--- src/rtl/vang_pkg.sv ---
// shared constants and tables for the vertex angle pipeline
`default_nettype none
package vang_pkg;

    localparam int COORD_BITS_DEF = 16;

    // datapath widths
    localparam int RW           = 64;
    localparam int EW           = 6;
    localparam int ROOT_W       = 31;
    localparam int QW           = 32;
    localparam int CW           = 31;
    localparam int XW           = 34;
    localparam int ZW           = 32;
    localparam int ANG_W        = 15;

    // step counts and top bit positions
    localparam int SQRT_STEPS   = 31;
    localparam int SQRT_TOP_BIT = 60;
    localparam int NORM_TOP     = 60;
    localparam int DIV_STEPS    = 32;
    localparam int CORDIC_STEPS = 28;

    localparam logic [CW-1:0]   ONE_Q30        = CW'(1) << 30;
    localparam logic [RW-1:0]   ONE_Q60        = RW'(1) << 60;
    localparam logic signed [ZW:0] HALF_TURN_Q16 = (ZW+1)'(64'd1179648000);
    localparam logic [16:0]     MAX_CENTIDEG   = 17'd18000;
    localparam logic [ZW:0]     ROUND_HALF     = (ZW+1)'(32768);

    // atan(2^-i) in 2^-16 centidegree
    function automatic logic signed [ZW-1:0] atan_q16(input int i);
        logic signed [ZW-1:0] t;
        begin
            unique case (i)
                0:  t = 32'sd294912000;
                1:  t = 32'sd174096719;
                2:  t = 32'sd91987925;
                3:  t = 32'sd46694507;
                4:  t = 32'sd23437865;
                5:  t = 32'sd11730358;
                6:  t = 32'sd5866610;
                7:  t = 32'sd2933484;
                8:  t = 32'sd1466764;
                9:  t = 32'sd733385;
                10: t = 32'sd366693;
                11: t = 32'sd183346;
                12: t = 32'sd91673;
                13: t = 32'sd45837;
                14: t = 32'sd22918;
                15: t = 32'sd11459;
                16: t = 32'sd5730;
                17: t = 32'sd2865;
                18: t = 32'sd1432;
                19: t = 32'sd716;
                20: t = 32'sd358;
                21: t = 32'sd179;
                22: t = 32'sd90;
                23: t = 32'sd45;
                24: t = 32'sd22;
                25: t = 32'sd11;
                26: t = 32'sd6;
                27: t = 32'sd3;
                default: t = '0;
            endcase
            return t;
        end
    endfunction

endpackage
`default_nettype wire

--- src/rtl/vang_sqrt_cell.sv ---
// one digit step of the integer square root chain
`default_nettype none
module vang_sqrt_cell
    import vang_pkg::*;
#(
    parameter int BIT_POS = 60,
    parameter int PW      = 1
)
(
    input  wire logic          clk,
    input  wire logic          rst_n,
    input  wire logic          in_vld,
    input  wire logic [RW-1:0] in_rem,
    input  wire logic [RW-1:0] in_root,
    input  wire logic [PW-1:0] in_pay,
    output logic               out_vld,
    output logic [RW-1:0]      out_rem,
    output logic [RW-1:0]      out_root,
    output logic [PW-1:0]      out_pay
);

    localparam logic [RW-1:0] BIT_VAL = RW'(1) << BIT_POS;

    logic          vld_reg;
    logic [RW-1:0] rem_reg, rem_next;
    logic [RW-1:0] root_reg, root_next;
    logic [PW-1:0] pay_reg;
    logic [RW-1:0] trial;

    always_comb
    begin
        trial = in_root + BIT_VAL;
        if (in_rem >= trial)
        begin
            rem_next  = in_rem - trial;
            root_next = (in_root >> 1) + BIT_VAL;
        end
        else
        begin
            rem_next  = in_rem;
            root_next = in_root >> 1;
        end
    end

    always_ff @(posedge clk or negedge rst_n)
    begin
        if (!rst_n)
            vld_reg <= 1'b0;
        else
            vld_reg <= in_vld;
    end

    always_ff @(posedge clk)
    begin
        rem_reg  <= rem_next;
        root_reg <= root_next;
        pay_reg  <= in_pay;
    end

    assign out_vld  = vld_reg;
    assign out_rem  = rem_reg;
    assign out_root = root_reg;
    assign out_pay  = pay_reg;

endmodule
`default_nettype wire

--- config.mk ---
export PLATFORM = sky130hd
export DESIGN_NAME = vang_sqrt_cell
export DESIGN_NICKNAME = d
export VERILOG_FILES = /design/src/rtl/vang_pkg.sv /design/src/rtl/vang_sqrt_cell.sv
export SDC_FILE = /design/constraint.sdc
export NUM_CORES = 1
export LEC_CHECK = 0
export BUFFER_PORTS_ARGS = -buffer_cell sky130_fd_sc_hd__buf_2
export CAP_MARGIN = 25
export CORE_MARGIN = 5
export CORE_UTILIZATION = 34
export CTS_BUF_LIST = sky130_fd_sc_hd__clkbuf_4 sky130_fd_sc_hd__clkbuf_8 sky130_fd_sc_hd__clkbuf_16
export DETAILED_ROUTE_END_ITERATION = 6
export PLACE_DENSITY_LB_ADDON = 0.15
export SLEW_MARGIN = 0
export SYNTH_ARGS = -nofsm -noshare
export SYNTH_HDL_FRONTEND = slang
export SYNTH_SLANG_ARGS = --single-unit
--- constraint.sdc ---
create_clock -name clk -period 0.8 [get_ports clk]
set_clock_uncertainty 0.2 [all_clocks]
set_input_delay 0 -clock clk [delete_from_list [all_inputs] [get_ports clk]]
set_output_delay 0 -clock clk [all_outputs]
set_load 0.05 [all_outputs]
# Word-level counts from Yosys, hierarchy flattened
# Index checks and enable logic that the tools add are counted.
# totals
ff_bits	130
output_inout_bits	130
wordCells	11
# op_classes
add_sub_neg	3
order_cmp	1
mux	2
# ops
op	n
63-bit by 61-bit adder with 64-bit output (second input constant)	1
64-bit by 61-bit adder with 64-bit output (second input constant)	1
64-bit greater-or-equal comparator	1
64-bit two-way mux	1
64-bit subtractor	1
63-bit two-way mux	1

# Logic depth before layout (Yosys ltp)
# Gate-level depths: netlist of run 1.
# logic_depth
depth_word	3
ltp_mapped	14

# Worst setup path after synthesis of run 1
# Ideal clock, no wire load.
# synth_timing
path_kind	input to register
start	input in_rem[0]
end	register rem_reg[60], in the netlist out_rem[60]
setup_ns	0.129
arrival_ns	2.233
required_time_ns	0.471
slack_ns	-1.762
path_stages	12
cell_sequence	inv_1 > ha_1 > fa_1 > nand2b_1 > a21oi_1 > o21ai_0 > nor3b_2 > o21ai_4 > a31o_2 > a211oi_1 > o21a_1 > o31ai_1
# synth_between
elab_chain_cells	2
elab_cells_between_ends	3
classes_between	add/sub: 1; order compare: 1; mux: 1
# synth_rtl
element	line_no	source
start, declared	vang_sqrt_cell.sv:13	input wire logic [RW-1:0] in_rem,
64-bit subtractor or 64-bit greater-or-equal comparator (tied branches)	vang_sqrt_cell.sv:35, vang_sqrt_cell.sv:33	
64-bit two-way mux (*)	vang_sqrt_cell.sv:33	if (in_rem >= trial)
via rem_next[60]	vang_sqrt_cell.sv:25	logic [RW-1:0] rem_reg, rem_next;
end signal, assigned	vang_sqrt_cell.sv:55	rem_reg <= rem_next;
end, declared	vang_sqrt_cell.sv:25	
# The timed path passes the listed nets; every way through them passes the cells marked *.
# A chain may end at the register's enable or synchronous reset.

# Final worst setup path of run 1
# layout_timing
start	input in_root[21]
end	register rem_reg[26], in the netlist out_rem[26]
# layout_between
elab_chain_cells	3
elab_cells_between_ends	4
classes_between	add/sub: 2; order compare: 1; mux: 1
# layout_rtl
element	line_no	source
start, declared	vang_sqrt_cell.sv:14	input wire logic [RW-1:0] in_root,
64-bit by 61-bit adder with 64-bit output (*)	vang_sqrt_cell.sv:32	trial = in_root + BIT_VAL;
64-bit subtractor or 64-bit greater-or-equal comparator (tied branches)	vang_sqrt_cell.sv:35, vang_sqrt_cell.sv:33	
64-bit two-way mux (*)	vang_sqrt_cell.sv:33	
via rem_next[26]	vang_sqrt_cell.sv:25	
# Marked as above.

==> out/metrics.cfg, run 1 <==
[drt]
drc = 0
antenna_left = 0
dr_total_vias = 9777
drtIter0Drc = 467
first_pass_iters = 5
wl_mm = 36.2
post_drt_wl_per_cell_microns = 18.7
via_per_inst = 5.06

[yosys]
syn_inst = 961
synth_most_common_cell = dfxtp_1
ys_async_sr_fraction = 0.00769
synth_area_leaders = dfxtp_1, ha_1, o21ai_0
syn_avg_cell_area_sq_um = 7.99
ys_ff_latch = 130
syn_area_sq_um = 7670
synth_nets = 1160
synth_commonest_cells = dfxtp_1, nand2_1, o21ai_0, a21oi_1, inv_1
ys_seq_area_frac = 0.340
synth_flop_cell = dfxtp_1
yosysWarnings = 0
yosys.area.top_type = dfxtp_1
synth_edf_count = 0
ys_types = 65
yosysTopAreaCellShare = 0.337

[die]
core_sq_um = 22400
initial_core_util = 0.342
rows = 55
die_x_microns = 160
num_io_pins = 262
die_area_sq_um = 25700
die_h_microns = 160

[global_routing]
grt_overflow_total = 0
grt_pass1_wl_mm = 53.2
grt_pass1_vias = 10326
track_usage = 0.257
antenna_found_initial = 3
grt_max_degree = 17

[critical_path]
critPathSlowestCell = a211o_1
slowest_delay_ns = 0.32
cp_max_fo = 7
worstPathRequired_ns = 0.92
crit_arrival_ns = 2.44
crit_path_start_kind = primary input
worstSetupPathType = in -> reg
crit_chain = buf_8 -> inv_4 -> ha_4 -> a21o_1 -> a21o_1 -> a211o_1 -> a211o_1 -> o21ai_4 -> buf_6 -> nand3_4 -> nand2_8 -> buf_12 -> buf_12 -> buf_16 -> nand2_2 -> o21ai_1
cp-end-kind = flop

[cts]
cts_tree = done
clk_pin_slew_ns = 0.06
ctsRootBufferMaster = clkbuf_16
cts_made_buffers = 17
clk_path_buf_depth = 2
cts_sinks = 130
htree_levels = 4

[sta]
rsz0062_at_grt = yes
slew_headroom = 0.666
slew_viol_final = 0
whs_ns = -0.520
finalHoldViolations = 39
timing.final.crit_share = 2.89
fin_ws_ns = -1.51
worst_slew_pin_slew_ns = 0.500
fmax_mhz = 432
tns_ns = -132.00
final-setup-viol-count = 198
min_period_ns = 2.31

[power_and_ir_drop]
powerDensity_nw_per_um2 = 2030
ir_drop_uv = 1500
cellLeakagePower_nw = 7.81

[outcome]
status = finished, violations left
violations = negative hold slack, negative setup slack

[worst_hold_path]
hp-class = in -> reg

[placed_design]
dp_hpwl_mm = 22.1
place_congestion = 0.887
io_buffers = 261

[finish]
drive_gt1_frac = 0.658
area_growth_pct = 126
finalNetCount = 1833

[job]
drv_cap = 0

## power by group
part	switching [mW]	leakage, nW	total, mW	internal, mW
combinational	9.42	6.39	17.8	8.42
clock	3.28	0.316	9.02	5.74
sequential	0.691	1.10	8.34	7.65
## path summary, 6_finish.rpt
check / slack (ns) / to / from / cells after the start
worst min-delay path: -0.52 / out_root[1] / in_root[2] / 1
max in group asynchronous: 0.08 / out_vld / rst_n / 3
worst max-delay path: -1.51 / out_rem[26] / in_root[21] / 16
min in group asynchronous: 0.22 / out_vld / rst_n / 3
## cell families (layout without fill, tap and decap cells)
group / after synthesis / after routing / synth area share
AO/OA/AOI/OAI: 303 / 303 / 0.241
AND/OR/NAND/NOR: 276 / 276 / 0.170
flip-flops: 130 / 130 / 0.340
buffers and inverters: 124 / 808 / 0.0690
adder cells (fa/ha/maj): 67 / 67 / 0.110
XOR/XNOR: 60 / 60 / 0.0685
multiplexers: 1 / 1 / 0.00147
other: 0 / 1 / 0
## layout make-up
type                            instances  area [sq um]
Antenna cell                            1          2.50
Clock buffer                           21           468
Clock inverter                          9           180
Fill cell                            1447          5110
Inverter                               83           374
Multi-Input combinational cell        707          6530
Sequential cell                       130          2770
Tap cell                              285           357
Timing Repair Buffer                  695          6650
## stage by stage
step	util	instance area [sq um]	cells	setup WS, ns	power (mW)
final	0.772	17300	1931	-1.51	35.2
after global routing	0.772	17300	1931	-1.61	36.5
after CTS	0.730	16400	1897	-1.45	34.0
after detailed placement	0.527	11800	1740	-2.21	19.8
after global placement	0.527	11800	1740	-2.14	19.7
after floorplan	-	8370	961	-1.60	15.6
## critical path: cells and delay by family
family                     cells  cell delay [ns]
adders and majority gates      1             0.20
buffers and inverters          6             0.68
AOI/OAI and AO/OA              6             1.25
and+or+nand+nor                3             0.30
## timing repair
action / CTS / global route
pin swaps: 114 / 82
buffers inserted: 45 / 21
cloned: 11 / 0
resized for setup: 742 / 204
setup endpoints to repair: 198 / 198
endpoints found under the hold margin: 131 / 61
hold buffers: 74 / 28
## cell usage in the layout, fill, tap and decap left out, types with 14 or more instances in the layout
master / n
xor2_1: 27
a21oi_2: 37
buf_4: 287
ha_1: 26
clkbuf_16: 17
inv_1: 57
xnor2_1: 21
nand2_4: 31
nor2_1: 36
nand4_1: 32
dfxtp_2: 128
o21bai_1: 17
nand2_1: 62
a21o_1: 19
o21ai_1: 30
a21oi_1: 48
buf_2: 109
ha_4: 39
dlygate4sd3_1: 102
inv_2: 14
buf_6: 51
nand2_2: 34
a21oi_4: 14
buf_12: 24
o21ai_0: 17
o21ai_2: 53
buf_8: 119
## metal layers
| metal | global-route usage | wire [microns] | share of wire | vias up |
|---|---|---|---|---|
| met5 | 0 | 20 | 0.00055 | - |
| met3 | 0.0573 | 1790 | 0.049 | 95 |
| li1 | - | - | - | 4733 |
| met1 | 0.281 | 13600 | 0.38 | 4626 |
| met2 | 0.479 | 19500 | 0.54 | 319 |
| met4 | 0.101 | 1240 | 0.034 | 4 |
## registers in the layout, indices dropped and copies added (netlist names)
register  count
out_vld       1
out_root     64
out_pay       1
out_rem      64
(Power assumes the default switching activity.)
==> run 2, diff against run 1 <==
--- a/config.mk
+++ b/config.mk
@@ -8,7 +8,7 @@
 export BUFFER_PORTS_ARGS = -buffer_cell sky130_fd_sc_hd__buf_2
 export CAP_MARGIN = 25
 export CORE_MARGIN = 5
-export CORE_UTILIZATION = 34
+export CORE_UTILIZATION = 45
 export CTS_BUF_LIST = sky130_fd_sc_hd__clkbuf_4 sky130_fd_sc_hd__clkbuf_8 sky130_fd_sc_hd__clkbuf_16
 export DETAILED_ROUTE_END_ITERATION = 6
 export PLACE_DENSITY_LB_ADDON = 0.15
==> constraint.sdc (replaced) <==
create_clock -name clk -period 2.05 [get_ports clk]
set_clock_uncertainty 0.2 [all_clocks]
set_input_delay 0 -clock clk [delete_from_list [all_inputs] [get_ports clk]]
set_output_delay 0 -clock clk [all_outputs]
set_load 0.05 [all_outputs]
==> run 2 against run 1 <==
The flow finishes with violations (design-rule violations, negative hold slack, negative setup slack). Sequential power fell by 63%. Die area fell by 23%. Total power fell by 63%. Largest cell class is now multi-input gates. Highest routed layer unchanged.
==> out/metrics.cfg, run 2 (synthesis gave the netlist of run 1 again) <==
[die]
initial_core_util = 0.461  ; +0.119
num_io_pins = 262  ; unchanged
core_sq_um = 16600  ; -26%
die_x_microns = 141  ; -12%
rows = 47  ; -15%
die_area_sq_um = 19800  ; -23%
die_h_microns = 141  ; -12%

[drt]
wl_mm = 52.6  ; +45%
met3_length_mm = 6.74  ; +280%
post_drt_wl_per_cell_microns = 27.5  ; +47%
top_layer_used = met5
first_pass_iters = 7  ; +2
drt-met1-wl_mm = 16.1  ; +18%
dr_total_vias = 12511  ; +28%
routed-wl-met2_mm = 23.4  ; +20%
drc = 17  ; +17
drtIter0Drc = 1708  ; +270%
via_per_inst = 6.55  ; +29%
antenna_left = 0  ; unchanged

[finish]
n_fill_cell = 497  ; -66%
layout_commonest_cell = buf_4
drive_gt1_frac = 0.538  ; -0.120
multiInputGateArea_sq_um = 6220  ; -4.8%
area_growth_pct = 104
layout_common_cells = buf_4, buf_2, dlygate4sd3_1
finish.utilization = 0.942  ; +0.170
finalNetCount = 1873  ; +2.2%
seq_area_sq_um = 2610  ; -5.8%

[sta]
finalHoldViolations = 17  ; -56%
fmax_mhz = 363
worst_slew_pin_slew_ns = 0.695  ; +0.194 ns
fin_ws_ns = -0.707  ; +0.807 ns
slew_viol_final = 0  ; unchanged
final-setup-viol-count = 68  ; -66%
timing.final.crit_share = 1.34
min_period_ns = 2.76
whs_ns = -0.539  ; -0.0187 ns
rsz0062_at_grt = yes
slew_headroom = 0.536  ; -0.130

[cts]
cts_sinks = 130  ; unchanged
cts_made_buffers = 17  ; unchanged
ctsRootBufferMaster = clkbuf_16
htree_levels = 4  ; unchanged
cts_tree = done
clk_pin_slew_ns = 0.07  ; about the same
clk_path_buf_depth = 2  ; unchanged

[critical_path]
worstPathRequired_ns = 2.16  ; +1.24 ns
cp_max_fo = 5  ; -2
crit_path_start_kind = primary input
worstSetupPathType = in -> reg
crit_arrival_ns = 2.87  ; +0.43 ns
cp-end-kind = flop

[outcome]
violations = design-rule violations, negative hold slack, negative setup slack
status = finished, violations left

[global_routing]
grt_pass1_vias = 10821  ; +4.8%
grt_max_degree = 17  ; unchanged
track_usage = 0.346  ; +0.0889
grt_overflow_total = 0  ; unchanged
antenna_found_initial = 2  ; -1
grt_pass1_wl_mm = 55.3  ; +3.9%

[power_and_ir_drop]
report.power.total_mw = 13.0  ; -63%
cellLeakagePower_nw = 7.38  ; -5.5%
p_comb_frac = 0.521  ; +0.014
p_int_mw = 7.30  ; -67%
netSwitchingPower_mw = 5.71  ; -57%
p_seq_frac = 0.235  ; -0.002
ir_drop_uv = 654  ; -56%
powerDensity_nw_per_um2 = 830  ; -59%
sw_frac_of_total = 0.439  ; +0.0583
pwr-share-clk = 0.245  ; -0.011

[worst_hold_path]
min_from = in_root[4]
min_to = out_root[3]
hp-class = in -> reg
hold_depth = 1  ; unchanged

[job]
drv_cap = 0  ; unchanged

[placed_design]
dp_hpwl_mm = 21.6  ; -2.4%
io_buffers = 261  ; unchanged
place_congestion = 0.911  ; +2.8%

[run 2: changes by cell type in the layout (fill, tap and decap cells not counted), moves of 8 or more]
cell / change
buf_6: -25
dlygate4sd3_1: +39
buf_2: +141
buf_8: -114
dfxtp_2: -128
o21ai_0: +8
buf_12: -17
a21oi_1: +18
a21oi_2: -12
dfxtp_1: +128
[run 2: power groups by stage]
stage	sequential (mW)	combinational [mW]	clock, mW
after floorplan	4.36	1.72	0
after detailed placement	3.05	4.59	0
final	3.05	6.78	3.18
after global routing	3.07	6.88	3.26
after CTS	3.00	5.63	3.07
after global placement	3.05	4.56	0
[run 2: layer usage]
metal  vias to the layer above  track usage
li1                       4826            -
met4                         2        0.155
met3                       654       0.0718
met5                         -            0
met1                      5647        0.372
met2                      1382        0.647
[run 2: worst max-delay path by stage]
stage | start | endpoint | slack (ns) | cells past startpoint
3_3_place_gp | in_rem[5] | out_rem[58] | -0.75 | 11
2_1_floorplan | in_root[22] | out_rem[52] | -0.35 | 12
5_1_grt | in_root[4] | out_rem[34] | -0.76 | 15
6_report | in_root[5] | out_rem[29] | -0.71 | 16
3_5_place_dp | in_root[3] | out_rem[58] | -0.79 | 12
4_1_cts | in_rem[3] | out_rem[53] | -0.23 | 13
[run 2: critical path, stage by stage]
cell and delay, ns:
buf_2 0.11, inv_1 0.08, ha_4 0.22, o21ai_0 0.34, nand2b_1 0.16, o2111ai_2 0.14, buf_4 0.21, o31ai_4 0.09
buf_4 0.18, a211oi_2 0.20, buf_4 0.16, buf_4 0.11, inv_1 0.05, a21oi_2 0.14, xor2_1 0.56, o21ai_2 0.09
[run 2: repair_timing]
item	in CTS	in global routing
endpoints found under the hold margin	131	58
gates resized for setup	169	159
hold buffers	87	54
setup buffers	33	24
setup endpoints to repair	68	68
gates cloned	15	1
pin swaps	57	46
[run 2: final cells by class]
class / count / share of cell area
multi-input combinational: 710 / 0.396
timing repair buffer: 732 / 0.359
sequential: 130 / 0.166
clock buffer: 20 / 0.0286
inverter: 83 / 0.0235
tap: 220 / 0.0176
clock inverter: 12 / 0.00854
antenna: 2 / 0.000319
[run 2: through the flow]
| step | instance area, sq um | hold WS [ns] | cells | worst slack, ns | setup TNS (ns) |
|---|---|---|---|---|---|
| 3_3_place_gp | 11700 | -0.425 | 1671 | -0.750 | -39.00 |
| 2_1_floorplan | 8370 | -0.496 | 961 | -0.351 | -15.44 |
| 5_1_grt | 15700 | -0.541 | 1909 | -0.756 | -43.60 |
| 3_5_place_dp | 11700 | -0.422 | 1671 | -0.789 | -42.02 |
| 4_1_cts | 14500 | -0.541 | 1836 | -0.233 | -8.49 |
| 6_report | 15700 | -0.539 | 1909 | -0.707 | -34.93 |
