[config.mk]
export PLATFORM = sky130hd
export DESIGN_NAME = vang_cordic_cell
export DESIGN_NICKNAME = d
export VERILOG_FILES = /design/src/rtl/vang_pkg.sv /design/src/rtl/vang_cordic_cell.sv
export SDC_FILE = /design/constraint.sdc
export NUM_CORES = 1
export LEC_CHECK = 0
export BUFFER_PORTS_ARGS = -buffer_cell sky130_fd_sc_hd__buf_2
export CORE_MARGIN = 2
export CORE_UTILIZATION = 45
export CTS_CLUSTER_SIZE = 30
export DETAILED_ROUTE_END_ITERATION = 7
export PLACE_DENSITY = 0.68
export SLEW_MARGIN = 20
export SYNTH_ARGS = -nofsm -noshare
export SYNTH_HDL_FRONTEND = slang
export SYNTH_SLANG_ARGS = --single-unit
[constraint.sdc]
create_clock -name clk -period 0.8 [get_ports clk]
set_input_delay 0.16 -clock clk [delete_from_list [all_inputs] [get_ports clk]]
set_output_delay 0.16 -clock clk [all_outputs]
set_load 0.05 [all_outputs]
[src/rtl/vang_pkg.sv]
// shared constants and tables for the vertex angle pipeline
`default_nettype none
package vang_pkg;

    localparam int COORD_BITS_DEF = 16;

    // datapath widths
    localparam int RW           = 64;
    localparam int EW           = 6;
    localparam int ROOT_W       = 31;
    localparam int QW           = 32;
    localparam int CW           = 31;
    localparam int XW           = 34;
    localparam int ZW           = 32;
    localparam int ANG_W        = 15;

    // step counts and top bit positions
    localparam int SQRT_STEPS   = 31;
    localparam int SQRT_TOP_BIT = 60;
    localparam int NORM_TOP     = 60;
    localparam int DIV_STEPS    = 32;
    localparam int CORDIC_STEPS = 28;

    localparam logic [CW-1:0]   ONE_Q30        = CW'(1) << 30;
    localparam logic [RW-1:0]   ONE_Q60        = RW'(1) << 60;
    localparam logic signed [ZW:0] HALF_TURN_Q16 = (ZW+1)'(64'd1179648000);
    localparam logic [16:0]     MAX_CENTIDEG   = 17'd18000;
    localparam logic [ZW:0]     ROUND_HALF     = (ZW+1)'(32768);

    // atan(2^-i) in 2^-16 centidegree
    function automatic logic signed [ZW-1:0] atan_q16(input int i);
        logic signed [ZW-1:0] t;
        begin
            unique case (i)
                0:  t = 32'sd294912000;
                1:  t = 32'sd174096719;
                2:  t = 32'sd91987925;
                3:  t = 32'sd46694507;
                4:  t = 32'sd23437865;
                5:  t = 32'sd11730358;
                6:  t = 32'sd5866610;
                7:  t = 32'sd2933484;
                8:  t = 32'sd1466764;
                9:  t = 32'sd733385;
                10: t = 32'sd366693;
                11: t = 32'sd183346;
                12: t = 32'sd91673;
                13: t = 32'sd45837;
                14: t = 32'sd22918;
                15: t = 32'sd11459;
                16: t = 32'sd5730;
                17: t = 32'sd2865;
                18: t = 32'sd1432;
                19: t = 32'sd716;
                20: t = 32'sd358;
                21: t = 32'sd179;
                22: t = 32'sd90;
                23: t = 32'sd45;
                24: t = 32'sd22;
                25: t = 32'sd11;
                26: t = 32'sd6;
                27: t = 32'sd3;
                default: t = '0;
            endcase
            return t;
        end
    endfunction

endpackage
`default_nettype wire

[src/rtl/vang_cordic_cell.sv]
// one vectoring rotation of the cordic chain
`default_nettype none
module vang_cordic_cell
    import vang_pkg::*;
#(
    parameter int STEP = 0,
    parameter int PW   = 1
)
(
    input  wire logic                 clk,
    input  wire logic                 rst_n,
    input  wire logic                 in_vld,
    input  wire logic signed [XW-1:0] in_x,
    input  wire logic signed [XW-1:0] in_y,
    input  wire logic signed [ZW-1:0] in_z,
    input  wire logic [PW-1:0]        in_pay,
    output logic                      out_vld,
    output logic signed [XW-1:0]      out_x,
    output logic signed [XW-1:0]      out_y,
    output logic signed [ZW-1:0]      out_z,
    output logic [PW-1:0]             out_pay
);

    localparam logic signed [ZW-1:0] ANGLE = atan_q16(STEP);

    logic                 vld_reg;
    logic signed [XW-1:0] x_reg, x_next;
    logic signed [XW-1:0] y_reg, y_next;
    logic signed [ZW-1:0] z_reg, z_next;
    logic [PW-1:0]        pay_reg;
    logic signed [XW-1:0] xs;
    logic [XW-1:0]        ymag;
    logic signed [XW-1:0] ys;

    always_comb
    begin
        xs   = in_x >>> STEP;
        ymag = in_y[XW-1] ? XW'(-in_y) : XW'(in_y);
        ys   = $signed(ymag >> STEP);
        x_next = in_x;
        y_next = in_y;
        z_next = in_z;
        if (in_y[XW-1])
        begin
            x_next = in_x + ys;
            y_next = in_y + xs;
            z_next = in_z - ANGLE;
        end
        else if (in_y != '0)
        begin
            x_next = in_x + ys;
            y_next = in_y - xs;
            z_next = in_z + ANGLE;
        end
    end

    always_ff @(posedge clk or negedge rst_n)
    begin
        if (!rst_n)
            vld_reg <= 1'b0;
        else
            vld_reg <= in_vld;
    end

    always_ff @(posedge clk)
    begin
        x_reg   <= x_next;
        y_reg   <= y_next;
        z_reg   <= z_next;
        pay_reg <= in_pay;
    end

    assign out_vld = vld_reg;
    assign out_x   = x_reg;
    assign out_y   = y_reg;
    assign out_z   = z_reg;
    assign out_pay = pay_reg;

endmodule
`default_nettype wire

; ---- After elaboration in Yosys (flattened, before gate mapping)
; Cells that the tools add are included.
[word_totals]
rom_bits = 0
latch_bits = 0
output_inout_bits = 102
ff_bits = 102
n_memories = 0
ram_bits = 0
input_bits = 104
elab_cells = 19
[op_classes]
n_mux = 7
mul = 0
n_eq_ne = 0
magnitude_cmp = 0
addsub = 6
n_reduce_logical = 1
bitwise_logic = 0
div = 0
shifts = 0
[op_table]
columns = cell, count
row1 = 2-to-1 mux 34 bit, 5
row2 = adder 34 bit, 2
row3 = 2-to-1 mux 32 bit, 2
row4 = negation 34 bit, 1
row5 = nonzero test 34 bit, 1
row6 = subtractor 34 bit, 1
row7 = "adder 32 x 30 -> 32 bit, second input constant", 1
row8 = "subtractor 32 x 30 -> 32 bit, second input constant", 1

; ---- Logic depth before layout (Yosys ltp)
; Gate-level depths: netlist of run 1.
[depth]
ltp_word = 5
ltp_mapped = 17
depth_no_buf = 17

; ---- Worst setup path after synthesis of run 1
; OpenSTA, ideal clock, no wires.
[synth_path]
kind = input to register
start = input in_y[9]
end = register x_reg[26] (netlist: out_x[26])
arrival_time_ps = 3813
n_path_buf = 1
setup_ps = 122
t_required_ps = 678
slack_ps = -3134
cell_stages = 16
cell_sequence = or4_1 > or3_1 > or2_2 > o41ai_1 > xnor2_1 > ha_1 > clkbuf_1 > a21o_1 > a21oi_1 > o221ai_1 > a21oi_1 > o32ai_1 > o41ai_1 > o21ai_0 > xnor2_1 > a21oi_1
[synth_via]
elab_chain_len = 5
elab_cells_between_ends = 6
cone_classes = add/sub: 2 / mux: 3 / reduce/logical: 1
[synth_lines]
columns = item, line_no
row1 = from (decl), vang_cordic_cell.sv:14  ; input wire logic signed [XW-1:0] in_y,
row2 = negation 34 bit, vang_cordic_cell.sv:38  ; ymag = in_y[XW-1] ? XW'(-in_y) : XW'(in_y);
row3 = 2-to-1 mux 34 bit, vang_cordic_cell.sv:38
row4 = adder 34 bit, "vang_cordic_cell.sv:45, vang_cordic_cell.sv:51"
row5 = 2-to-1 mux 34 bit, vang_cordic_cell.sv:49  ; else if (in_y != '0)
row6 = 2-to-1 mux 34 bit *, vang_cordic_cell.sv:43  ; if (in_y[XW-1])
row7 = net x_next[26], vang_cordic_cell.sv:27  ; logic signed [XW-1:0] x_reg, x_next;
row8 = to (signal assigned), vang_cordic_cell.sv:67  ; x_reg <= x_next;
row9 = to (decl), vang_cordic_cell.sv:27
; Mark *: on every way through the listed nets, which the timed path passes. The rest lies on a longest branch.

; ---- Final worst setup path of run 1
[layout_path]
start = input in_y[5]
end = register x_reg[29] (netlist: out_x[29])
; The elaborated chain is that of the path after synthesis.

==> metrics.md, run 1 <==
| Metric | Value |
|---|---|
| Synth Flop Type | dfxtp_1 |
| Slew Limit Fails | 0 |
| Arr. time, crit path | 4.10 ns |
| Pre-antenna DRT Iters | 6 |
| Vias in the first global route | about 12k |
| Tmin final | just under 4 ns |
| Routed WL per cell | 24.1 µm |
| Seq/Total Area, Yosys | 22.6% |
| Worst-margin pin slew | between 0.8 and 0.9 ns |
| RSZ-0062 raised after global routing | true |
| CTS root buffer | clkbuf_16 |
| Synth Instances | about 1.2k |
| Top post-synthesis cells by area | dfxtp_1, ha_1, xnor2_1, a21oi_1, o21ai_0 |
| Post-Syn Area per Cell | ~7.7 µm² |
| Yosys cell types | 74 |
| Final hold vios | 0 |
| Logic pwr share | 60.2% |
| Detailed placer's ending HPWL | between 20,000 and 30,000 µm |
| CP Launch Type | input port |
| Fmax | roughly 260 MHz |
| Final hold slack | roughly 0.047 ns |
| Synthesis Warnings | 0 |
| Nets | about 2.0k |
| Mean number of vias per cell | ~6.2 |
| Fin crit share | 481% |
| Sw Share | between 40% and 50% |
| Failing checks | setup timing |
| Die width | ~150 µm |
| PD cells | 1830 mW/mm² |
| Share of the synthesized area in the top cell type | about 22% |
| Mapped Area | 0.00905 mm² |
| Critical-path maximum fanout | 4 |
| WHS Path Cells | 2 |
| Max cap viols | 0 |
| Crit path capture type | register |
| Final WL | roughly 51,000 µm |
| Clock sinks | between 100 and 150 |
| Port bufs | slightly above 200 |
| Largest net degree at the start of global routing | 38 |
| Total GRT Usage | between 30% and 40% |
| Register bit total from synthesis | around 100 |
| Area leader, netlist | dfxtp_1 |
| Most frequent cells in the layout | buf_4, dfxtp_2, buf_2 |
| Worst setup path class | input port to register |
| Core area | 0.0196 mm² |
| Min-delay worst type | input port to register |
| WP data required | 1.05 ns |
| CTS max path bufs | 2 |
| DIE AREA | between 0.02 and 0.025 mm² |
| Post-synth ARST share | 0.980% |
| FP Rows | 51 |
| Share of layout cells above drive strength 1 | between 50 and 60% |
| Sw power | between 0.01 and 0.015 W |
| ANT nets after route | 0 |
| Synthesis-to-finish area growth | 89.8% |
| Internal power | 0.0177 W |
| H-tree levels | 3 |
| DR vias | 13.1k |
| Setup violators final | roughly 180 |
| Most common cell after layout, fill and taps aside | buf_4 |
| # IOs | 206 |
| Post-Place Worst Slack | -3.33 ns |
| Gpl congestion | roughly 0.99 |
| Static Leakage | approximately 8 nW |
| Clk slew on worst S/H paths | 0.08 ns |
| Antenna violations before repair | 1 |
| Post-synth EDFFs | 0 |
| Wire length of the first global-routing pass | approximately 67,000 µm |
| Worst Hold Path EP | out_z[30] |
| Initial DRC Count | 1,474 |
| Initial core utilization | approximately 46% |
| Status | complete, but fails checks |
| CTS buffer count | 9 |
| Slew headroom | around 42% |
| CTS tree | yes |
| Drt drc | 0 |
| Worst VDD drop | between 1.5 and 2 mV |
| Syn_nets | between 1k and 1.5k |
| Sequential share of power | a little under a quarter |
| Post-route setup slack | -3.05 ns |
| Gr ovfl total | 0 |
| Vert. Die Dim | between 100 and 150 µm |
| Clock power share | about 17% |
| Hold Path Origin | in_z[30] |
area by class of cell:
| class | count | area, µm² |
|---|---|---|
| antenna | 1 | 2.50 |
| clock buffer | 10 | 239 |
| clock inverter | 6 | 98.8 |
| fill | 896 | 2420 |
| inverter | 79 | 320 |
| multi-input combinational | 947 | 7940 |
| sequential | 102 | 2170 |
| tap | 265 | 332 |
| timing repair buffer | 691 | 6060 |
worst max-delay path: stages:
cell	delay, ns
buf_8	0.10
nor4_4	0.37
buf_4	0.20
buf_6	0.09
nand4b_1	0.18
or2_4	0.34
o31ai_4	0.27
xnor2_1	0.11
ha_1	0.37
and4_4	0.21
o2111a_1	0.16
a32o_1	0.21
a21o_1	0.22
a221oi_4	0.40
buf_6	0.18
nor2b_4	0.05
a31oi_2	0.16
xor2_1	0.21
a21oi_1	0.09
what timing repair did:
item,in CTS,in global routing
setup endpoints to repair,184,184
hold buffers,22,0
hold endpoints to repair,22,0
gates cloned,8,3
resized for setup,523,136
buffers inserted,47,22
pin swaps,115,90
registers in the layout, indices dropped and copies added, names as in the netlist:
register  cells
out_vld       1
out_z        32
out_x        34
out_pay       1
out_y        34
worst max path at each step:
stage	slack, ns	start	to
6_report	-3.05	in_y[5]	out_x[29]
5_1_grt	-3.18	in_y[5]	out_x[29]
4_1_cts	-2.70	in_y[2]	out_x[32]
3_5_place_dp	-3.33	in_y[4]	out_x[28]
3_3_place_gp	-3.27	in_y[4]	out_x[33]
2_1_floorplan	-2.92	in_y[9]	out_x[33]
cell usage after synthesis (all sizes together) (3+ instances only):
cell type and number:
nor2b 11, buf 12, o211ai 13, a211o 3, nor3 31, a221oi 5, nand3b 3, o2111ai 5
o31a 3, and3 5, mux2i 4, a2111o 3, nand3 22, nor3b 4, nor2 85, nand2b 12
ha 101, a2bb2oi 5, xnor2 85, fa 3, o22ai 10, dfxtp 101, and2 5, nand2 87
o21bai 14, a21o 33, a31oi 12, inv 78, nor4 14, or3 19, o21a 11, a211oi 8
o31ai 21, and4 4, a2111oi 4, o41ai 11, or4 14, or2 5, xor2 24, o21ai 77
clkbuf 39, a21oi 128
kinds of logic (layout without fill, tap and decap cells):
kind of cell               count (synthesis)  after routing  synth area share [%]
AOI/OAI and AO/OA                        396            396                  28.1
xor gates and xnor gates                 109            109                  10.6
adders and majority gates                104            104                  14.6
buffers and inverters                    130            786                  5.53
DFF                                      102            102                  22.6
muxes                                      4              4                 0.443
other                                      0              1                     0
and+or+nand+nor                          327            334                  18.1
through the flow:
step	cells	utilization (%)	setup TNS, ns	cell area (µm²)	power (W)
after detailed placement	1986	69.3	-201.73	13600	0.0205
after global placement	1986	69.3	-201.09	13600	0.0203
after global routing	2101	87.6	-203.99	17200	0.0323
final	2101	87.6	-197.31	17200	0.0314
after floorplan	1172	-	-150.72	9590	0.0154
after CTS	2079	83.6	-180.00	16400	0.0290
layer usage:
| layer | part of all wire [%] | track usage (%) | vias up |
|---|---|---|---|
| li1 | - | - | 5583 |
| met1 | 36 | 48.6 | 6003 |
| met4 | 8.4 | 17.9 | 0 |
| met2 | 44 | 65.6 | 1134 |
| met3 | 11 | 7.77 | 365 |
| met5 | 0 | 0 | - |
power groups by stage:
stage / Combinational [W] / Clock (W) / Sequential (W)
after floorplan: 0.00522 / 0 / 0.0102
after global placement: 0.0138 / 0 / 0.00647
after detailed placement: 0.0140 / 0 / 0.00648
after CTS: 0.0168 / 0.00525 / 0.00695
after global routing: 0.0195 / 0.00560 / 0.00718
final: 0.0189 / 0.00541 / 0.00711
Note: power is estimated with default switching activity, not from simulation.
==> run 2, diff against run 1 <==
--- a/config.mk
+++ b/config.mk
@@ -6,7 +6,7 @@
 export NUM_CORES = 1
 export LEC_CHECK = 0
 export BUFFER_PORTS_ARGS = -buffer_cell sky130_fd_sc_hd__buf_2
-export CORE_MARGIN = 2
+export CORE_MARGIN = 1
 export CORE_UTILIZATION = 45
 export CTS_CLUSTER_SIZE = 30
 export DETAILED_ROUTE_END_ITERATION = 7
==> run 2 against run 1 <==
The run ends with DRC, setup timing left; cell count is 0.14% higher; sequential power is 0.7% higher; non-clock buffer count is 2 higher; design area is 0.38% lower; critical path depth is 2 lower; utilization is 0.33 points lower; sequential cell count stayed put.
==> metrics.md, run 2 (same netlist as run 1, synthesis figures left out) <==
| Metric | Value |
|---|---|
| Initial DRC Count | about 1.8k |
| Slew headroom | between 10% and 20% |
| Mean number of vias per cell | approximately 6.3 |
| Vert. Die Dim | around 140 µm |
| Worst setup path class | input port to register |
| Min-delay worst type | input port to register |
| Total GRT Usage | ~43% |
| Port bufs | 205 |
| # IOs | 206 |
| Clock power share | 14.8% |
| Wire length of the first global-routing pass | approximately 70,000 µm |
| Clk slew on worst S/H paths | 0.08 ns |
| CTS max path bufs | 2 |
| WP data required | ~1.1 ns |
| FP Rows | 51 |
| Crit path capture type | register |
| Design area | 0.0171 mm² |
| Share of layout cells above drive strength 1 | roughly 55% |
| Failing checks | DRC, setup timing |
| Initial core utilization | a little under half |
| Final WL | roughly 52,000 µm |
| Arr. time, crit path | ~4.0 ns |
| Core area | ~0.020 mm² |
| RSZ-0062 raised after global routing | true |
| Vias in the first global route | 12.6k |
| Internal power | approximately 0.017 W |
| DIE AREA | 0.0207 mm² |
| Static Leakage | 7.94 nW |
| Setup violators final | between 150 and 200 |
| Slowest-stage cell, CP | or4_4 |
| PD cells | between 1500 and 2000 mW/mm² |
| Post-route setup slack | -2.99 ns |
| Status | complete, but fails checks |
| Sequential share of power | around 23% |
| Final hold vios | 0 |
| H-tree levels | 3 |
| Most common cell after layout, fill and taps aside | buf_4 |
| CTS tree | yes |
| Post-Place Worst Slack | -3.36 ns |
| CTS root buffer | clkbuf_16 |
| Critical-path maximum fanout | 3 |
| Tmin final | approximately 3.8 ns |
| Fmax | 264 MHz |
| CP Cell Sequence | buf_6 -> or4_4 -> or3_4 -> or2_4 -> o31ai_2 -> xnor2_1 -> ha_1 -> buf_4 -> a21o_1 -> a21oi_1 -> o21bai_1 -> a221oi_4 -> o21ai_2 -> buf_4 -> a31oi_4 -> mux2i_1 -> nor3_1 |
| Most frequent CP cell | buf_4 |
| CTS buffer count | 9 |
| Slew Limit Fails | 0 |
| Worst VDD drop | around 1.6 mV |
| Sw power | between 0.01 and 0.015 W |
| Setup TNS | -200.89 ns |
| Max cap viols | 0 |
| Critical path's largest stage delay | 0.53 ns |
| Drt drc | 2 |
| Pre-antenna DRT Iters | 8 |
| Sw Share | between 40% and 50% |
| Largest net degree at the start of global routing | between 50 and 60 |
| Routed WL per cell | 24.9 µm |
| Synthesis-to-finish area growth | 89.0% |
| Clock sinks | 102 |
| Die width | around 140 µm |
| Logic pwr share | about three fifths |
| Cell Area, Placed | between 0.01 and 0.015 mm² |
| Worst-margin pin slew | 1.30 ns |
| Gr ovfl total | 0 |
| Antenna violations before repair | 4 |
| DR vias | between 10k and 15k |
| Detailed placer's ending HPWL | around 26,000 µm |
| Most frequent cells in the layout | buf_4, buf_2, dfxtp_2 |
| Fin crit share | 473% |
| ANT nets after route | 0 |
| Nets | 2,038 |
| Gpl congestion | ~0.91 |
| CP Launch Type | input port |
==> run 2: path summary, 6_finish.rpt <==
| check | slack (ns) | depth (start not counted) | end | from |
|---|---|---|---|---|
| min in group asynchronous | 0.16 | 2 | out_vld | rst_n |
| max in group asynchronous | 0.55 | 2 | out_vld | rst_n |
| worst min-delay path | 0.05 | 2 | out_z[30] | in_z[30] |
| worst max-delay path | -2.99 | 17 | out_x[33] | in_y[6] |
==> run 2: power groups by stage <==
stage               clock (W)  combinational (W)  sequential, W
floorplan                   0            0.00522         0.0102
global placement            0             0.0139        0.00648
detailed placement          0             0.0141        0.00649
CTS                   0.00442             0.0170        0.00696
global route          0.00474             0.0198        0.00722
finish                0.00456             0.0191        0.00716
==> run 2: repair_timing <==
item / in CTS / in global routing
hold endpoints to repair: 22 / 0
cloned: 12 / 0
pin swaps: 125 / 44
hold buffers: 22 / 0
setup buffers: 61 / 12
gates resized for setup: 518 / 118
endpoints found under the setup margin: 184 / 184
==> run 2: final cells by class <==
class	count	area, µm²
repair buffers	693	6120
clock buffers	11	233
clock inverters	5	45.0
fillers	964	2490
diodes	4	10.0
inverters	79	314
multi-input cells	945	7870
flip-flops and latches	102	2180
well taps	265	332
==> run 2: layer usage <==
| layer | wire (µm) | share of wire [%] | track usage (%) |
|---|---|---|---|
| met2 | 22400 | 43 | 68.8 |
| met3 | 7130 | 14 | 13.3 |
| met4 | 3880 | 7.4 | 25.3 |
| met5 | 255 | 0.49 | 0 |
| met1 | 18600 | 36 | 51.2 |
==> run 2: worst max-delay path: cells and delay by family <==
family,cells,cell delay (ns)
and+or+nand+nor,4,1.28
adders and majority gates,1,0.29
buffers and inverters,3,0.41
AOI/OAI and AO/OA,7,1.51
muxes,1,0.21
xor gates and xnor gates,1,0.16
==> run 2: per-stage QoR <==
| stage | utilization, % | power, W | hold WS, ns | cells |
|---|---|---|---|---|
| 2_1_floorplan | - | 0.0154 | -0.136 | 1172 |
| 3_3_place_gp | 69.7 | 0.0204 | -0.0646 | 1994 |
| 3_5_place_dp | 69.7 | 0.0206 | -0.0627 | 1994 |
| 4_1_cts | 84.5 | 0.0284 | 0.00604 | 2094 |
| 5_1_grt | 87.3 | 0.0317 | 0.0445 | 2103 |
| 6_report | 87.3 | 0.0308 | 0.0518 | 2104 |
