File: src/rtl/vang_pkg.sv
// shared constants and tables for the vertex angle pipeline
`default_nettype none
package vang_pkg;

    localparam int COORD_BITS_DEF = 16;

    // datapath widths
    localparam int RW           = 64;
    localparam int EW           = 6;
    localparam int ROOT_W       = 31;
    localparam int QW           = 32;
    localparam int CW           = 31;
    localparam int XW           = 34;
    localparam int ZW           = 32;
    localparam int ANG_W        = 15;

    // step counts and top bit positions
    localparam int SQRT_STEPS   = 31;
    localparam int SQRT_TOP_BIT = 60;
    localparam int NORM_TOP     = 60;
    localparam int DIV_STEPS    = 32;
    localparam int CORDIC_STEPS = 28;

    localparam logic [CW-1:0]   ONE_Q30        = CW'(1) << 30;
    localparam logic [RW-1:0]   ONE_Q60        = RW'(1) << 60;
    localparam logic signed [ZW:0] HALF_TURN_Q16 = (ZW+1)'(64'd1179648000);
    localparam logic [16:0]     MAX_CENTIDEG   = 17'd18000;
    localparam logic [ZW:0]     ROUND_HALF     = (ZW+1)'(32768);

    // atan(2^-i) in 2^-16 centidegree
    function automatic logic signed [ZW-1:0] atan_q16(input int i);
        logic signed [ZW-1:0] t;
        begin
            unique case (i)
                0:  t = 32'sd294912000;
                1:  t = 32'sd174096719;
                2:  t = 32'sd91987925;
                3:  t = 32'sd46694507;
                4:  t = 32'sd23437865;
                5:  t = 32'sd11730358;
                6:  t = 32'sd5866610;
                7:  t = 32'sd2933484;
                8:  t = 32'sd1466764;
                9:  t = 32'sd733385;
                10: t = 32'sd366693;
                11: t = 32'sd183346;
                12: t = 32'sd91673;
                13: t = 32'sd45837;
                14: t = 32'sd22918;
                15: t = 32'sd11459;
                16: t = 32'sd5730;
                17: t = 32'sd2865;
                18: t = 32'sd1432;
                19: t = 32'sd716;
                20: t = 32'sd358;
                21: t = 32'sd179;
                22: t = 32'sd90;
                23: t = 32'sd45;
                24: t = 32'sd22;
                25: t = 32'sd11;
                26: t = 32'sd6;
                27: t = 32'sd3;
                default: t = '0;
            endcase
            return t;
        end
    endfunction

endpackage
`default_nettype wire

File: src/rtl/vang_div_cell.sv
// one quotient bit of the restoring divider chain
`default_nettype none
module vang_div_cell
    import vang_pkg::*;
#(
    parameter int SHIFT = 0,
    parameter int PW    = 1
)
(
    input  wire logic          clk,
    input  wire logic          rst_n,
    input  wire logic          in_vld,
    input  wire logic [RW-1:0] in_rem,
    input  wire logic [QW-1:0] in_quo,
    input  wire logic [QW-1:0] in_den,
    input  wire logic [PW-1:0] in_pay,
    output logic               out_vld,
    output logic [RW-1:0]      out_rem,
    output logic [QW-1:0]      out_quo,
    output logic [QW-1:0]      out_den,
    output logic [PW-1:0]      out_pay
);

    logic          vld_reg;
    logic [RW-1:0] rem_reg, rem_next;
    logic [QW-1:0] quo_reg, quo_next;
    logic [QW-1:0] den_reg;
    logic [PW-1:0] pay_reg;
    logic [RW-1:0] trial;
    logic          take;

    always_comb
    begin
        trial    = RW'(in_den) << SHIFT;
        take     = (in_rem >= trial);
        rem_next = take ? (in_rem - trial) : in_rem;
        quo_next = {in_quo[QW-2:0], take};
    end

    always_ff @(posedge clk or negedge rst_n)
    begin
        if (!rst_n)
            vld_reg <= 1'b0;
        else
            vld_reg <= in_vld;
    end

    always_ff @(posedge clk)
    begin
        rem_reg <= rem_next;
        quo_reg <= quo_next;
        den_reg <= in_den;
        pay_reg <= in_pay;
    end

    assign out_vld = vld_reg;
    assign out_rem = rem_reg;
    assign out_quo = quo_reg;
    assign out_den = den_reg;
    assign out_pay = pay_reg;

endmodule
`default_nettype wire

File: config.mk
export PLATFORM = sky130hd
export DESIGN_NAME = vang_div_cell
export DESIGN_NICKNAME = d
export VERILOG_FILES = /design/src/rtl/vang_pkg.sv /design/src/rtl/vang_div_cell.sv
export SDC_FILE = /design/constraint.sdc
export NUM_CORES = 1
export LEC_CHECK = 0
export ABC_AREA = 0
export BUFFER_PORTS_ARGS = -buffer_cell sky130_fd_sc_hd__buf_2
export CORE_MARGIN = 2
export CORE_UTILIZATION = 30
export CTS_CLUSTER_DIAMETER = 150
export DETAILED_ROUTE_END_ITERATION = 10
export MAX_ROUTING_LAYER = met4
export SYNTH_ARGS = -nofsm -noshare
export SYNTH_HDL_FRONTEND = slang
export SYNTH_SLANG_ARGS = --single-unit
File: constraint.sdc
create_clock -name clk -period 0.8 [get_ports clk]
set_clock_uncertainty 0.2 [all_clocks]
set_input_delay 0.08 -clock clk [delete_from_list [all_inputs] [get_ports clk]]
set_output_delay 0.08 -clock clk [all_outputs]
set_load 0.01 [all_outputs]
# Word level (Yosys, flattened, before mapping)

Cells that the tools add are included.

Register bits after elaboration: 130
Word-level logic and storage cells: 8
Input bits: 132
Output and inout bits: 130

Add/sub/neg operators: 1
Multiplexer cells: 1
Magnitude comparators: 1

Operator list:

| kind             | count |
|---|---|
| $ge A64 B32 Y1   | 1 |
| $mux W64         | 1 |
| $sub A64 B32 Y64 | 1 |

# Logic depth before layout (Yosys ltp)

Gate-level depths: netlist of run 1.

Depth after elaboration: 2
Gate-level depth with buffers: 12
Mapped depth without buffers: 12

# Least setup slack after synthesis of run 1

Ideal clock, no wire load.

Path kind: input to register
From: in in_rem[0]
To: reg rem_reg[61] (netlist: out_rem[61])
Required time: 0.482 ns
Path buffers: 1
Library setup time: 0.118 ns
Stages on the path: 12
Data arrival time: 2.267 ns
Path slack: -1.785 ns
Cell sequence: inv_1 -> ha_1 -> fa_1 -> nand2b_1 -> a21oi_1 -> o21bai_1 -> a211oi_4 -> o311a_1 -> and3b_1 -> buf_6 -> nand4b_2 -> xnor2_1

Cells in the longest elaborated chain, start to end: 2
Elaborated cells on any way between the ends: 3
Classes of those cells: add/sub: 1; order compare: 1; mux: 1

RTL lines:

| item                                                      | RTL line                                 | text |
|---|---|---|
| from (decl)                                               | vang_div_cell.sv:13                      | `input wire logic [RW-1:0] in_rem,` |
| $sub A64 B32 Y64 / $ge A64 B32 Y1 (equally long branches) | vang_div_cell.sv:36, vang_div_cell.sv:35 |  |
| $mux W64 (*)                                              | vang_div_cell.sv:36                      | `rem_next = take ? (in_rem - trial) : in_rem;` |
| via rem_next[61]                                          | vang_div_cell.sv:25                      | `logic [RW-1:0] rem_reg, rem_next;` |
| to (signal assigned)                                      | vang_div_cell.sv:50                      | `rem_reg <= rem_next;` |
| to (decl)                                                 | vang_div_cell.sv:25                      |  |

The timed path passes the listed nets; every way through them passes the cells marked *.

# Worst setup path in the final report of run 1

From: in in_rem[0]
To: reg rem_reg[58] (netlist: out_rem[58])

Cells in the longest elaborated chain, start to end: 2
Elaborated cells on any way between the ends: 3
Classes of those cells: add/sub: 1; order compare: 1; mux: 1

RTL lines:

| item             | RTL line            | text |
|---|---|---|
| $ge A64 B32 Y1   | vang_div_cell.sv:35 | `take = (in_rem >= trial);` |
| via take         | vang_div_cell.sv:30 | `logic take;` |
| $mux W64         | vang_div_cell.sv:36 |  |
| via rem_next[58] | vang_div_cell.sv:25 |  |

The timed path passes the listed nets, and every way through them passes these cells.

==> metrics.csv, run 1 <==
stage,metric,value,unit
global_routing,GR Util met1,26.10,%
pwr,power density cells,1701,nW/µm²
hold_path,hold path depth,1,
clocking,H-tree levels,4,
clocking,Sink Count,130,
detailed_routing,detailed-route via count,7083,
sta,final hold slack,-0.4373,ns
yosys,"FF+latch count, synth",130,
worst_setup_path,Startpoint Class,input port,
outcome,violated checks,"negative hold slack, negative setup slack",
placed_design,I/O Buffers,260,
global_routing,global-route wire length before repair,36370,µm
clocking,Root Buffer,clkbuf_16,
detailed_routing,Wirelength per Cell,16.52,µm
placed_design,GP Congestion,0.8857,
yosys,distinct cell type count after synthesis,72,
cells_and_area,Area growth syn-to-layout,120.7,%
floorplan,core area,19460,µm²
yosys,"area leader, netlist",dfxtp_1,
sta,RSZ-0062 raised after global routing,yes,
pwr,clock power share,36.1,%
worst_setup_path,worst endpoint required time,0.95,ns
hold_path,Worst Hold Path EP,out_den[0]$_DFF_P_,
worst_setup_path,CP max FO,4,
global_routing,met3 Usage GRT,5.035,%
placed_design,hpwl dp,16880,µm
worst_setup_path,WP data arrival,2.35,ns
clocking,CTS tree,done,
global_routing,largest net degree at the start of global routing,17,
yosys,asr flop ratio synth,0.7692,%
floorplan,initial core utilization,30.57,%
yosys,commonest cells in the netlist,"129 x dfxtp_1, 77 x nand2_1, 54 x o21ai_0",
detailed_routing,1st-iter DRT viols,278,
clocking,Max clock buf depth,2,
sta,Fmax achieved,454.5,MHz
pwr,Logic pwr share,30.8,%
sta,max-slew violation count,0,
global_routing,vias in the first global route,7241,
yosys,most common cell in the netlist,dfxtp_1,
sta,Final Hold Viols,43,
detailed_routing,Routed WL,25300,µm
sta,worst-margin pin slew,0.5130,ns
pwr,overall power,22330,µW
hold_path,Hold WC Path Type,input port to register,
yosys,top cell type's share of synthesized area,43.41,%
detailed_routing,Pre-antenna DRT Iters,5,
worst_setup_path,WS Path Type,input port to register,
detailed_routing,DRC errors left,0,
global_routing,grt ovf,0,
flow_run,Max Cap Violations,0,
hold_path,hold path startpoint,in_den[0],
worst_setup_path,CP endpoint kind,register,
yosys,yosys warns,0,
yosys,dominant synthesized flop cell,dfxtp_1,
floorplan,I/O pin cnt,262,
floorplan,row cnt,51,
global_routing,overall routing resource usage,23.25,%
global_routing,GR peak layer,met2,
pwr,Sw Ratio,29.52,%
floorplan,die width,144.8,µm
sta,Worst slew margin,65.53,%
yosys,average cell area after synthesis,9.083,µm²
global_routing,M2 GR Usage,41.26,%
sta,Final Setup Violations,195,
global_routing,initial antenna violation count,2,
clocking,cts bufs inserted,17,
cells_and_area,share of cells above drive strength 1,65.77,%
outcome,status,"finished, violations left",
yosys,Post-Syn Nets,820,
yosys,Syn Inst Count,655,
detailed_routing,Detail Route Antenna Nets,0,
yosys,Netlist Area Pre-Place,5949,µm²
floorplan,die area,20970,µm²
detailed_routing,routed vias/inst,4.623,
yosys,"EDFF count, synth",0,
sta,final worst-path cycle share,275.1,%
pwr,Pleak,0.005994,µW
cells_and_area,fin nets,1417,
pwr,Net Sw Power,6590,µW
floorplan,DIE HEIGHT,144.8,µm
yosys,Synth area leaders,"dfxtp_1 43%, ha_1 6.7%, nand2_1 4.9%",
sta,setup ws final,-1.400,ns
sta,fin crit period,2.200,ns
pwr,sequential share of power,33.1,%
pwr,worst ir drop on vdd,1.532,mV
pwr,internal power,15740,µW
yosys,sequential element share of the synthesized area,43.83,%
clocking,clock slew at reported path FFs,0.06,ns
==> worst max-delay path by stage <==
stage,start,end,slack (ns)
finish,in_rem[0],out_rem[58]$_DFF_P_,-1.40
global route,in_rem[0],out_rem[50]$_DFF_P_,-1.46
CTS,in_rem[0],out_rem[61]$_DFF_P_,-1.30
detailed placement,in_rem[0],out_rem[57]$_DFF_P_,-2.05
global placement,in_rem[0],out_rem[57]$_DFF_P_,-1.99
floorplan,in_rem[0],out_rem[50]$_DFF_P_,-1.63
==> what timing repair did <==
item / CTS / global route
hold buffers: 86 / 3
buffers inserted: 34 / 19
cloned: 5 / 1
pin swaps: 99 / 76
endpoints found under the setup margin: 195 / 196
gates resized for setup: 297 / 207
hold endpoints to repair: 130 / 46
==> cell families (layout without fill, tap and decap cells) <==
logic type / count (synthesis) / in the layout / share of synthesized area (%)
mux: 2 / 2 / 0.3575
fa+ha+maj: 33 / 33 / 7.066
xor+xnor: 60 / 60 / 8.833
compound gates: 150 / 150 / 15.37
simple gates: 215 / 215 / 20.06
other cells: 0 / 2 / 0
flops: 130 / 130 / 43.83
buf+inv: 65 / 675 / 4.479
==> flip-flops by register name, summed over array words and instances (netlist names) <==
signal / cells
out_rem: 64
out_den: 32
out_quo: 32
out_pay: 1
out_vld: 1
==> cell type report <==
class | count | area (µm²)
Fill cell | 1452 | 6335
Timing Repair Buffer | 598 | 4885
Multi-Input combinational cell | 460 | 4420
Sequential cell | 130 | 2676
Clock buffer | 18 | 439.2
Tap cell | 265 | 331.6
Inverter | 45 | 203.9
Clock inverter | 14 | 166.4
Antenna cell | 2 | 5.005
==> power groups by stage <==
stage / logic, µW / registers, µW / clock network (µW)
floorplan: 1820 / 7780 / 0
CTS: 6100 / 7330 / 8240
detailed placement: 4750 / 7410 / 0
global route: 7360 / 7440 / 8510
global placement: 4720 / 7410 / 0
finish: 6870 / 7390 / 8060
==> layer usage <==
layer	vias to the layer above	share of wire, %
met5	-	0
met4	0	2.4
met3	52	5.1
met2	207	53
met1	3328	40
li1	3496	-
==> worst max-delay path, cell delays in order <==
cell,delay [ns]
buf_8,0.09
inv_8,0.03
ha_4,0.15
fa_2,0.35
nand2b_4,0.17
a21oi_4,0.18
o21bai_4,0.11
a211oi_4,0.21
buf_6,0.15
nor3_4,0.06
inv_2,0.13
buf_4,0.14
nand3_4,0.07
a311oi_2,0.26
xor2_1,0.17
==> cell usage in the layout (no fill, tap or decap), types with 21 or more instances in the layout <==
master / instances
a21oi_1: 21
buf_2: 168
buf_4: 219
buf_6: 104
dfxtp_1: 74
dfxtp_2: 55
dlygate4sd3_1: 88
ha_4: 31
nand2_1: 36
nand2_4: 25
o21ai_2: 25
xnor2_1: 29
xor2_1: 26
==> stage by stage <==
stage	worst slack, ns	utilization, %	instances	cell area [µm²]	TNS, ns
after floorplan	-1.632	-	655	6216	-90.53
after global placement	-1.987	47.35	1362	9215	-113.99
after global routing	-1.462	67.45	1532	13130	-128.13
after CTS	-1.296	62.78	1514	12220	-122.77
after detailed placement	-2.049	47.35	1362	9215	-115.73
final	-1.400	67.45	1532	13130	-121.02
Power figures use the tool's default switching activity.
==> run 2, diff against run 1 <==
Settings changed: CORE_UTILIZATION 30 to 25.
==> run 2 against run 1 <==
Net effect:
- the run still ends with negative hold slack, negative setup slack left
- count of clock-buffer cells in the layout shrank 1
- global-route usage shrank 4.4 points
- critical path depth shrank 2
- first-iteration DRC count shrank 6.5%
- flip-flop and latch count is the same
- non-clock buffer count shrank 28
- worst hold slack lost 0.0020 ns
- sequential share of layout area grew 1.2 points
- via count shrank 2.9%
- setup slack lost 0.039 ns
==> metrics.csv, run 2 (same netlist as run 1, synthesis figures left out) <==
stage,metric,value,unit
sta,Fmax achieved,446.6,MHz
cells_and_area,"commonest non-fill, non-tap cells in the layout","202 x buf_4, 173 x buf_2, 96 x buf_6, 90 x dlygate4sd3_1",
clocking,Root Buffer,clkbuf_16,
hold_path,Hold WC Path Type,input port to register,
global_routing,grt ovf,0,
sta,Final Hold Viols,43,
cells_and_area,"commonest non-fill, non-tap cell in the layout",buf_4,
placed_design,GP Congestion,0.9092,
detailed_routing,detailed-route via count,6877,
global_routing,initial antenna violation count,1,
hold_path,hold path startpoint,in_den[0],
worst_setup_path,CP max FO,5,
hold_path,Worst Hold Path EP,out_den[0]$_DFF_P_,
detailed_routing,routed vias/inst,4.417,
detailed_routing,1st-iter DRT viols,260,
worst_setup_path,CP endpoint kind,register,
cells_and_area,Finished Layout Cells,1557,
global_routing,GR peak layer,met2,
detailed_routing,Routed WL,24140,µm
placed_design,dpl cells,1405,
sta,Final Setup Violations,196,
sta,max-slew violation count,0,
global_routing,met3 Usage GRT,4.246,%
flow_run,Max Cap Violations,0,
pwr,worst ir drop on vdd,1.190,mV
clocking,cts bufs inserted,17,
clocking,clock slew at reported path FFs,0.07,ns
pwr,Pleak,0.005609,µW
outcome,status,"finished, violations left",
floorplan,die width,158.3,µm
worst_setup_path,WP data arrival,2.35,ns
global_routing,global-route wire length before repair,35230,µm
cells_and_area,Largest register FFs,64,
sta,worst-margin pin slew,0.4959,ns
floorplan,initial core utilization,25.42,%
pwr,power density cells,1775,nW/µm²
clocking,H-tree levels,4,
cells_and_area,fin nets,1389,
floorplan,I/O pin cnt,262,
floorplan,DIE HEIGHT,158.3,µm
sta,Total Neg Setup Slack,-122.78,ns
hold_path,hold path depth,1,
worst_setup_path,WS Path Type,input port to register,
floorplan,die area,25050,µm²
cells_and_area,Area growth syn-to-layout,108.9,%
sta,fin crit period,2.239,ns
sta,RSZ-0062 raised after global routing,yes,
outcome,violated checks,"negative hold slack, negative setup slack",
sta,final hold slack,-0.4393,ns
global_routing,M2 GR Usage,34.45,%
placed_design,hpwl dp,17520,µm
detailed_routing,Pre-antenna DRT Iters,4,
global_routing,vias in the first global route,6915,
worst_setup_path,Startpoint Class,input port,
cells_and_area,share of cells above drive strength 1,59.42,%
sta,final worst-path cycle share,279.9,%
pwr,overall power,22060,µW
floorplan,core area,23400,µm²
placed_design,I/O Buffers,260,
detailed_routing,DRC errors left,0,
detailed_routing,Detail Route Antenna Nets,0,
floorplan,row cnt,56,
global_routing,GR Util met1,20.76,%
sta,Worst slew margin,66.69,%
cells_and_area,# fillers,2122,
detailed_routing,Wirelength per Cell,15.50,µm
global_routing,largest net degree at the start of global routing,27,
clocking,Max clock buf depth,2,
sta,setup ws final,-1.439,ns
global_routing,overall routing resource usage,18.85,%
clocking,CTS tree,done,
clocking,Sink Count,130,
worst_setup_path,worst endpoint required time,0.91,ns
[run 2: layout make-up]
| cell class | instances | area, µm² | share of cell area (%) |
|---|---|---|---|
| clock inverters | 15 | 182.7 | 1.470 |
| multi-input cells | 460 | 4025 | 32.39 |
| clock buffers | 17 | 425.4 | 3.423 |
| flip-flops and latches | 130 | 2688 | 21.62 |
| repair buffers | 570 | 4519 | 36.36 |
| diodes | 1 | 2.502 | 0.02013 |
| inverters | 45 | 186.4 | 1.500 |
| well taps | 319 | 399.1 | 3.212 |
[run 2: routing by layer]
metal,share of wire (%),up-vias
li1,-,3426
met1,41,3220
met2,53,209
met3,4.8,22
met4,1.4,0
met5,0,-
[run 2: worst max-delay path, cell delays in order]
cell and delay [ns]:
buf_8 0.09, inv_8 0.03, ha_4 0.15, fa_2 0.34, nand2b_4 0.16, a21oi_4 0.19, o21bai_4 0.10, a211oi_4 0.35
o311a_1 0.25, and3b_2 0.23, buf_12 0.14, nand4b_4 0.10, xnor2_1 0.14
[run 2: how the worst max path moves through the flow]
stage               slack [ns]                   to  cells past startpoint       start
floorplan                -1.63  out_rem[50]$_DFF_P_                     12   in_rem[0]
global route             -1.51  out_rem[46]$_DFF_P_                     13   in_rem[0]
finish                   -1.44  out_rem[61]$_DFF_P_                     13   in_rem[0]
detailed placement       -2.00  out_rem[61]$_DFF_P_                     13   in_rem[0]
global placement         -1.98  out_rem[56]$_DFF_P_                     11  in_den[16]
CTS                      -1.34  out_rem[61]$_DFF_P_                     13   in_rem[0]
[run 2: stage by stage]
| stage | utilization (%) | setup WS, ns | area (µm²) |
|---|---|---|---|
| after floorplan | - | -1.632 | 6216 |
| after global placement | 39.42 | -1.978 | 9225 |
| after detailed placement | 39.42 | -2.000 | 9225 |
| after CTS | 49.68 | -1.336 | 11630 |
| after global routing | 53.11 | -1.512 | 12430 |
| final | 53.11 | -1.439 | 12430 |
[run 2: power breakdown]
group / switching, µW / internal, µW / total, µW
registers: 250 / 7210 / 7460
clock network: 3400 / 4750 / 8150
logic: 2850 / 3600 / 6460
total: 6510 / 15600 / 22100
[run 2: timing repair]
| item | in CTS | in global routing |
|---|---|---|
| cloned | 0 | 1 |
| setup endpoints to repair | 195 | 196 |
| pin swaps | 57 | 45 |
| endpoints found under the hold margin | 130 | 48 |
| resized for setup | 205 | 148 |
| hold buffers | 84 | 7 |
| setup buffers | 16 | 16 |
==> run 3, diff against run 2 <==
Settings changed: CORE_ASPECT_RATIO set to 1.4.
==> run 3 against run 2 <==
Net effect:
- the flow still finishes with violations (negative hold slack, negative setup slack)
- count of clock-buffer cells in the layout up 1
- design area grew 4.6%
- routed wire length rose by 16%
- final cell count grew 0.83%
- sequential share of layout area decreased by 1.0 points
- largest power group is now registers
==> metrics.csv, run 3 (same netlist as run 1, synthesis figures left out) <==
stage,metric,value,unit
clocking,CTS tree,done,
global_routing,overall routing resource usage,21.97,%
clocking,Sink Count,130,
detailed_routing,Routed WL,28060,µm
clocking,clock slew at reported path FFs,0.06,ns
worst_setup_path,worst endpoint required time,0.92,ns
cells_and_area,Finished Layout Cells,1570,
cells_and_area,Area growth syn-to-layout,118.6,%
cells_and_area,"commonest non-fill, non-tap cell in the layout",buf_4,
clocking,Max clock buf depth,2,
sta,RSZ-0062 raised after global routing,yes,
global_routing,initial antenna violation count,0,
detailed_routing,detailed-route via count,7274,
detailed_routing,1st-iter DRT viols,272,
outcome,violated checks,"negative hold slack, negative setup slack",
clocking,cts bufs inserted,17,
sta,final worst-path cycle share,266.3,%
global_routing,largest net degree at the start of global routing,19,
flow_run,Max Cap Violations,0,
worst_setup_path,WS Path Type,input port to register,
pwr,worst ir drop on vdd,1.586,mV
detailed_routing,DRC errors left,0,
sta,setup ws final,-1.330,ns
worst_setup_path,CP endpoint kind,register,
floorplan,die area,25070,µm²
sta,Fmax achieved,469.4,MHz
hold_path,Hold WC Path Type,input port to register,
placed_design,Placed Instance Area,9371,µm²
cells_and_area,fin nets,1417,
cells_and_area,# fillers,1928,
cells_and_area,"commonest non-fill, non-tap cells in the layout","217 x buf_4, 189 x buf_2, 88 x buf_6, 85 x dlygate4sd3_1, 74 x dfxtp_1",
hold_path,hold path startpoint,in_den[0],
global_routing,global-route wire length before repair,40710,µm
detailed_routing,routed vias/inst,4.633,
floorplan,I/O pin cnt,262,
clocking,hold_buf cts,86,
floorplan,initial core utilization,25.55,%
detailed_routing,Pre-antenna DRT Iters,5,
sta,final hold slack,-0.4432,ns
worst_setup_path,WP data arrival,2.25,ns
placed_design,hpwl dp,19260,µm
cells_and_area,Largest register FFs,64,
worst_setup_path,Startpoint Class,input port,
global_routing,grt ovf,0,
clocking,Root Buffer,clkbuf_16,
placed_design,GP Congestion,0.9144,
sta,fin crit period,2.130,ns
pwr,power density cells,1666,nW/µm²
floorplan,DIE HEIGHT,186.5,µm
worst_setup_path,Critical path origin,in_rem[0],
placed_design,dpl cells,1417,
placed_design,I/O Buffers,260,
global_routing,vias in the first global route,7718,
sta,Worst slew margin,69.27,%
detailed_routing,Wirelength per Cell,17.87,µm
cells_and_area,Antenna Cells,0,
floorplan,die width,134.4,µm
sta,Final Setup Violations,195,
clocking,H-tree levels,4,
outcome,status,"finished, violations left",
detailed_routing,Detail Route Antenna Nets,0,
cells_and_area,Finished Cell Area,13010,µm²
cells_and_area,final design utilization,55.85,%
cells_and_area,share of cells above drive strength 1,63.92,%
floorplan,core area,23290,µm²
worst_setup_path,CP max FO,6,
sta,Final Hold Viols,46,
pwr,Pleak,0.005901,µW
sta,Total Neg Setup Slack,-121.03,ns
sta,max-slew violation count,0,
sta,worst-margin pin slew,0.4574,ns
floorplan,row cnt,66,
run 3: timing repair:
action,in CTS,in global routing
resized for setup,274,162
pin swaps,85,62
endpoints found under the hold margin,130,46
endpoints found under the setup margin,195,196
buffers inserted,22,15
cloned,6,3
run 3: routing by layer:
layer,vias to the layer above,routed length [µm],part of all wire (%),global-route usage (%)
met2,312,15340,55,41.27
met5,-,0,0,-
met1,3377,9518,34,20.13
met4,0,1678,6.0,12.83
met3,97,1524,5.4,4.347
li1,3488,-,-,-
run 3: per-stage QoR:
step	power (µW)	setup slack, ns
floorplan	9597	-1.632
global placement	12380	-2.055
detailed placement	12370	-2.081
CTS	21080	-1.308
global route	22600	-1.450
finish	21670	-1.330
run 3: layout make-up:
cell class,instances,area [µm²],area share (%)
clock buffer,18,439.2,3.377
clock inverter,13,101.3,0.7793
multi-input combinational,460,4387,33.73
timing repair buffer,598,4822,37.08
inverter,45,196.4,1.510
tap,306,382.9,2.944
sequential,130,2676,20.58
run 3: critical path, stage by stage:
cell      delay [ns]
buf_8           0.09
inv_8           0.03
ha_4            0.15
fa_2            0.33
nand2b_4        0.16
a21oi_4         0.18
o21bai_4        0.11
a211oi_4        0.32
o311a_1         0.25
and3b_1         0.19
buf_6           0.13
nand4b_4        0.09
xnor2_1         0.13
run 3: power breakdown:
group,switching (µW),internal [µW]
clock,3220,4070
combinational,3200,3730
sequential,252,7200
total,6670,15000
run 3: final timing paths:
check	end	slack, ns	cells past startpoint
max	out_rem[61]$_DFF_P_	-1.33	13
min	out_den[0]$_DFF_P_	-0.44	1
max in group asynchronous	out_vld$_DFF_PN0_	0.53	2
min in group asynchronous	out_vld$_DFF_PN0_	-0.22	2
